$ cat src/hswt_pkg.sv
// ----------------------------------------------------------------------------
// hswt_pkg
// Shared constants, types and helpers for the Haar SWT multiscale product.
// ----------------------------------------------------------------------------
`timescale 1ns / 1ps

package hswt_pkg;

	localparam int BUFFER_DEPTH = 2048;
	localparam int MAX_LEVELS   = 3;
	localparam int SAMPLE_BITS  = 16;

	localparam int SAMPLE_W  = 16;
	localparam int RES_W     = 52;
	localparam int AW        = $clog2(BUFFER_DEPTH + 1) - 1;
	localparam int BUF_WORDS = 2 ** AW;
	localparam int IDX_W     = $clog2(AW);
	localparam int LVL_W     = $clog2(MAX_LEVELS + 1);
	localparam int APPROX_W  = SAMPLE_BITS + MAX_LEVELS;
	localparam int PROD_W    = SAMPLE_BITS * MAX_LEVELS + (MAX_LEVELS * (MAX_LEVELS + 1)) / 2;

	localparam logic [AW-1:0] BLOCK_LIMIT = AW'(BUF_WORDS - 1);

	localparam logic OP_PUSH  = 1'b0;
	localparam logic OP_FETCH = 1'b1;

	typedef enum logic [2:0] {
		ST_IDLE  = 3'b001,
		ST_RUN   = 3'b010,
		ST_DRAIN = 3'b100
	} state_t;

	typedef struct packed {
		logic          vld;
		logic          first;
		logic          dst_b;
		logic          pad_x;
		logic          pad_y;
		logic [AW-1:0] pos;
	} iss_t;

	typedef struct packed {
		logic                       en;
		logic                       bank;
		logic [AW-1:0]              addr;
		logic signed [APPROX_W-1:0] data;
	} awr_t;

	typedef struct packed {
		logic                     en;
		logic [AW-1:0]            addr;
		logic signed [PROD_W-1:0] data;
	} pwr_t;

	function automatic logic [IDX_W-1:0] msb_idx(input logic [AW-1:0] n);
		logic [IDX_W-1:0] j;
		j = '0;
		for (int i = 0; i < AW; i++) begin
			if (n[i])
				j = IDX_W'(i);
		end
		return j;
	endfunction

endpackage

$ cat src/hswt_lvl_alu.sv
// ----------------------------------------------------------------------------
// hswt_lvl_alu
// One Haar level step: sum and difference, then product update pipeline.
// ----------------------------------------------------------------------------
`timescale 1ns / 1ps

module hswt_lvl_alu (
	input  logic                                 clk,
	input  logic                                 arst_n,
	input  hswt_pkg::iss_t                       iss,
	input  logic signed [hswt_pkg::APPROX_W-1:0] x,
	input  logic signed [hswt_pkg::APPROX_W-1:0] y,
	input  logic signed [hswt_pkg::PROD_W-1:0]   prod_rd,
	output hswt_pkg::awr_t                       awr,
	output hswt_pkg::pwr_t                       pwr,
	output logic                                 busy
);
	import hswt_pkg::*;

	iss_t                       iss_s1;
	logic signed [APPROX_W-1:0] xv, yv, sum, diff;
	logic signed [PROD_W-1:0]   old;
	logic                       vld_s2, vld_s3;
	logic [AW-1:0]              pos_s2, pos_s3;
	logic signed [APPROX_W-1:0] diff_s2;
	logic signed [PROD_W-1:0]   old_s2, prod_s3;
	logic signed [PROD_W+APPROX_W-1:0] mul;

	always_ff @(posedge clk or negedge arst_n) begin
		if (!arst_n) begin
			iss_s1 <= '0;
			vld_s2 <= 1'b0;
			vld_s3 <= 1'b0;
		end else begin
			iss_s1 <= iss;
			vld_s2 <= iss_s1.vld;
			vld_s3 <= vld_s2;
		end
	end

	always_ff @(posedge clk) begin
		pos_s2  <= iss_s1.pos;
		diff_s2 <= diff;
		old_s2  <= old;
		pos_s3  <= pos_s2;
		prod_s3 <= mul[PROD_W-1:0];
	end

	always_comb begin
		xv   = iss_s1.pad_x ? '0 : x;
		yv   = iss_s1.pad_y ? '0 : y;
		sum  = xv + yv;
		diff = xv - yv;
		old  = iss_s1.first ? PROD_W'(1) : prod_rd;
	end

	assign mul = old_s2 * diff_s2;

	assign awr.en   = iss_s1.vld;
	assign awr.bank = iss_s1.dst_b;
	assign awr.addr = iss_s1.pos;
	assign awr.data = sum;

	assign pwr.en   = vld_s3;
	assign pwr.addr = pos_s3;
	assign pwr.data = prod_s3;

	assign busy = iss_s1.vld | vld_s2 | vld_s3;

endmodule

$ cat config.mk
export PLATFORM = sky130hd
export DESIGN_NAME = hswt_lvl_alu
export DESIGN_NICKNAME = d
export VERILOG_FILES = /design/src/hswt_pkg.sv /design/src/hswt_lvl_alu.sv
export SDC_FILE = /design/constraint.sdc
export NUM_CORES = 2
export LEC_CHECK = 0
export ABC_AREA = 1
export BUFFER_PORTS_ARGS = -buffer_cell sky130_fd_sc_hd__buf_2
export CORE_ASPECT_RATIO = 0.5
export CORE_MARGIN = 10
export CORE_UTILIZATION = 30
export CTS_BUF_LIST = sky130_fd_sc_hd__clkbuf_16
export DETAILED_ROUTE_END_ITERATION = 12
export PLACE_DENSITY_LB_ADDON = 0.05
export SLEW_MARGIN = 20
export SYNTH_ARGS = -nofsm -noshare
export SYNTH_HDL_FRONTEND = slang
export SYNTH_SLANG_ARGS = --single-unit
$ cat constraint.sdc
create_clock -name clk -period 6.6 [get_ports clk]
set_input_delay 0.99 -clock clk [delete_from_list [all_inputs] [get_ports clk]]
set_output_delay 0.99 -clock clk [all_outputs]
set_load 0.05 [all_outputs]
# After elaboration in Yosys (flattened, before gate mapping)
# Index checks and enable logic that the tools add are counted.
[word_totals]
register_bits = 167
latch_bits = 0
ramBits = 0
rom_bits = 0
input_bits = 110
out_inout_bits = 99
memories = 0
[op_classes]
add_sub_neg = 2
mul = 1
n_div = 0
n_lt_le_gt_ge = 0
n_eq_ne = 0
n_shift = 0
mux = 2
bitwise_logic = 2
n_reduce_logical = 0
[ops]
columns = ["op", "n"]
rows = [
  ["$mul A54 B19 Y54", 1],
  ["$mux W19", 2],
  ["$add A19 B19 Y19", 1],
  ["$sub A19 B19 Y19", 1],
  ["$or A1 B1 Y1", 2],
]

# Logic depth before layout (Yosys ltp)
[logic_depth]
depth_word = 2
depth_mapped = 28
depth_no_buf = 26

# Worst setup path after synthesis
# No wires, ideal clock.
[synth_timing]
kind = "register to register"
from = "register diff_s2[4]"
to = "register prod_s3[53]"
setup_time_ps = 112
t_arrival_ps = 5732
slack_ps = 756
path_stages_with_launch = 26
synth_period_minus_slack_ps = 5844
cell_sequence = "dfxtp_1 -> clkbuf_1 -> clkbuf_1 -> buf_1 -> nand2_1 -> fa_1 -> inv_1 -> fa_1 -> fa_1 -> fa_1 -> fa_1 -> inv_1 -> fa_1 -> inv_1 -> ha_1 -> ha_1 -> a21oi_1 -> o21ai_0 -> a21oi_1 -> nor2_1 -> nor2_1 -> o21ai_0 -> nor2_1 -> inv_1 -> nand2_1 -> nand2_1"
[synth_between]
elab_chain_cells = 1
[synth_rtl]
columns = ["item", "line_no", "text"]
rows = [
  ["start: declaration", "hswt_lvl_alu.sv:25", "logic signed [APPROX_W-1:0] diff_s2;"],
  ["start signal: assignment", "hswt_lvl_alu.sv:43", "diff_s2 <= diff;"],
  ["$mul A54 B19 Y54", "hswt_lvl_alu.sv:57", "assign mul = old_s2 * diff_s2;"],
  ["via mul[53]", "hswt_lvl_alu.sv:27", "logic signed [PROD_W+APPROX_W-1:0] mul;"],
  ["end signal: assignment", "hswt_lvl_alu.sv:46", "prod_s3 <= mul[PROD_W-1:0];"],
  ["end: declaration", "hswt_lvl_alu.sv:26", "logic signed [PROD_W-1:0] old_s2, prod_s3;"],
]
# The timed path passes the listed nets, and every way through them passes these cells.
# A chain may end at the register's enable or synchronous reset.

# Final worst setup path
[layout_timing]
from = "register diff_s2[18]"
to = "register prod_s3[42]"
# The elaborated chain is that of the path after synthesis.

==> qor.csv <==
metric;value;unit
Synth Instances;4215;
die area;0.125;mm2
Clk Latency, worst-skew pair;540;ps
multi-input logic area;0.0245;mm2
M1 wire length;58900;um
met3 wire len;7980;um
Post-synth EDFFs;0;
Final #Nets;5419;
fin cells;5919;
DP Wirelength;97200;um
Vias;26237;
Worst Reg-to-Reg Cells;18;
first-pass GRT wire length;180000;um
initial core utilization;30.2;%
HP Class;register to register;
CP required;6980;ps
Post-synth top cells;1194 x inv_1, 1081 x nand2_1, 721 x fa_1, 216 x nor2_1, 180 x ha_1;
crit path time final;6400;ps
main flop type after synthesis;dfxtp_1;
I/O pin total;209;
FILL cells;11830;
R2R setup slack;200;ps
DR WL met2;49500;um
placed cell count;5879;
I/O Buffers;208;
status;finished, final reports clean;
worst-margin pin slew;742;ps
post-synth cell types;52;
WL final;118000;um
WHS Endpoint;pos_s3[0];
Clock transition at path regs;80;ps
Min-Delay Path Depth;0;
# rows;86;
fraction of layout cells with a size suffix above 1;11.8;%
DRT Pass-1 Iters;5;
design area;0.0378;mm2
sequential-to-total area share from yosys stat;10.3;%
top cell type's share of synthesized area;43.5;%
Final Cycle Share;96.9;%
Final Setup Violations;0;
DR WL/cell;19.9;um
Overflow after GRT;0;
Avg Cell Area, Syn;7.88;um2
most frequent cell after synthesis;inv_1;
placed instance area;0.0370;mm2
Horiz. Die Dim;490;um
routability cong.;0.882;
Vias/cell;4.43;
Clock Tree Root;clkbuf_16;
DRC Markers;0;
Total Routing Usage GR;19.1;%
WP buf/inv;4;
HP Start;pos_s2[0];
CP startpoint kind;register;
Area Overhead vs Synth;13.8;%
Final ANT Viol Nets;0;
Setup CP Type;register to register;
vias in the first global route;28872;
MaxCap Viol Count;0;
ys async rst share;10.8;%
CTS buffer count;17;
largest net degree at the start of global routing;56;
CTS tree;built;
drt initial violations;1552;
critical path's slowest cell;fa_1;
Slowest Stage Delay on Critical Path;550;ps
CORE AREA;0.110;mm2
max-slew violations;0;
Max Fclk;156;MHz
Fin. Hold Viols;0;
critical-path cell list;clkinvlp_4 -> buf_12 -> buf_8 -> or2_2 -> fa_1 -> fa_1 -> fa_1 -> fa_1 -> fa_1 -> inv_1 -> fa_1 -> ha_4 -> ha_1 -> a21oi_1 -> a21boi_0 -> o21a_1 -> nand4_1 -> xor2_2;
Crit path max-delay family;adder cells;
antenna violations before repair;9;
RSZ-0062 raised after global routing;no;
Sink Count;167;
CTS H-tree lvls;4;
Yosys Warn Count;0;
top cells by area, synth;fa_1 43%, inv_1 14%, nand2_1 12%;
Max clock buf depth;2;
crit path DAT;6780;ps
chip height;255;um
CP dominant cell by count;fa_1;
CTS Hold Buffers Added;0;
Worst R2R Start;diff_s2[18];
relative slew slack;50.1;%
Worst setup EP type;register;
Synth Cell Area;0.0332;mm2
storage element area;0.00348;mm2
Final Skew;23.1;ps
post-synth top area cell;fa_1;
CP Max Fanout;17;
top sig layer;met5;
Syn Nets;5226;
worst r2r dst;prod_s3[42];
Synth Register Bits;167;
==> final cells by class <==
cell class | count | share of cell area [%]
inverters | 1201 | 11.9
repair buffers | 389 | 7.62
flip-flops and latches | 167 | 9.20
clock buffers | 17 | 1.13
well taps | 1496 | 4.95
diodes | 2 | 0.0132
multi-input cells | 2632 | 64.8
clock inverters | 15 | 0.368
==> how the worst max path moves through the flow <==
| stage | start | endpoint | cells after the start |
|---|---|---|---|
| after floorplan | diff_s2[4] | prod_s3[53] | 25 |
| after global placement | diff_s2[18] | prod_s3[42] | 21 |
| after CTS | diff_s2[7] | prod_s3[39] | 23 |
| after global routing | old_s2[4] | prod_s3[39] | 23 |
| after detailed placement | diff_s2[7] | prod_s3[39] | 23 |
| final | diff_s2[18] | prod_s3[42] | 18 |
==> logic make-up after synthesis <==
| logic type | share of synthesized area [%] |
|---|---|
| buffers and inverters | 16.3 |
| AOI/OAI and AO/OA | 3.92 |
| xor gates and xnor gates | 2.06 |
| DFF | 10.3 |
| and+or+nand+nor | 17.2 |
| adders and majority gates | 50.3 |
==> state kept, by name (all words and copies together), names as in the netlist <==
signal,flops
vld_s2,1
pos_s3,11
old_s2,54
diff_s2,19
pos_s2,11
prod_s3,54
iss_s1,3
awr,13
vld_s3,1
==> layout by cell type (no fill, tap or decap), types with 6 or more instances in the layout <==
cell type     n
a21o_1       11
nand4_1      10
dfrtp_1      17
nor2_1      211
a21oi_2      10
buf_2       208
xor2_1       60
nor3_1       12
dfxtp_2      17
a21oi_1      98
o21bai_1      9
o21ai_1       8
dfxtp_1     126
inv_1      1194
clkbuf_16    17
nand3_1      63
nand2_2       9
fa_1        720
or2_2        11
xnor2_1      16
dfxtp_4       6
nor2_2        6
buf_12       35
buf_4       141
nand2_1    1081
a31oi_1       6
o21ai_0      49
ha_1        175
inv_2         6
==> metal layers <==
layer | up-vias | track usage, %
li1 | 12198 | -
met1 | 13315 | 27.9
met2 | 633 | 29.0
met3 | 81 | 4.61
met4 | 10 | 3.33
met5 | - | 0
==> what timing repair did <==
item / in CTS / in global routing
setup buffers: 0 / 6
gates resized for setup: 1 / 49
endpoints found under the setup margin: 1 / 28
==> through the flow <==
step                TNS, ps  util (%)  worst slack [ps]  hold WS [ps]
finish                    0      34.4               203           330
global placement      -26.9      33.6             -26.9           310
global route              0      34.4              2.54           330
detailed placement        0      33.6              47.4           314
CTS                       0      34.1              1.53           329
floorplan                 0         -               756           310
Power is left out: the tool's default activity adds up to more than one toggle a clock period on the data nets, which glitch-free logic cannot reach.
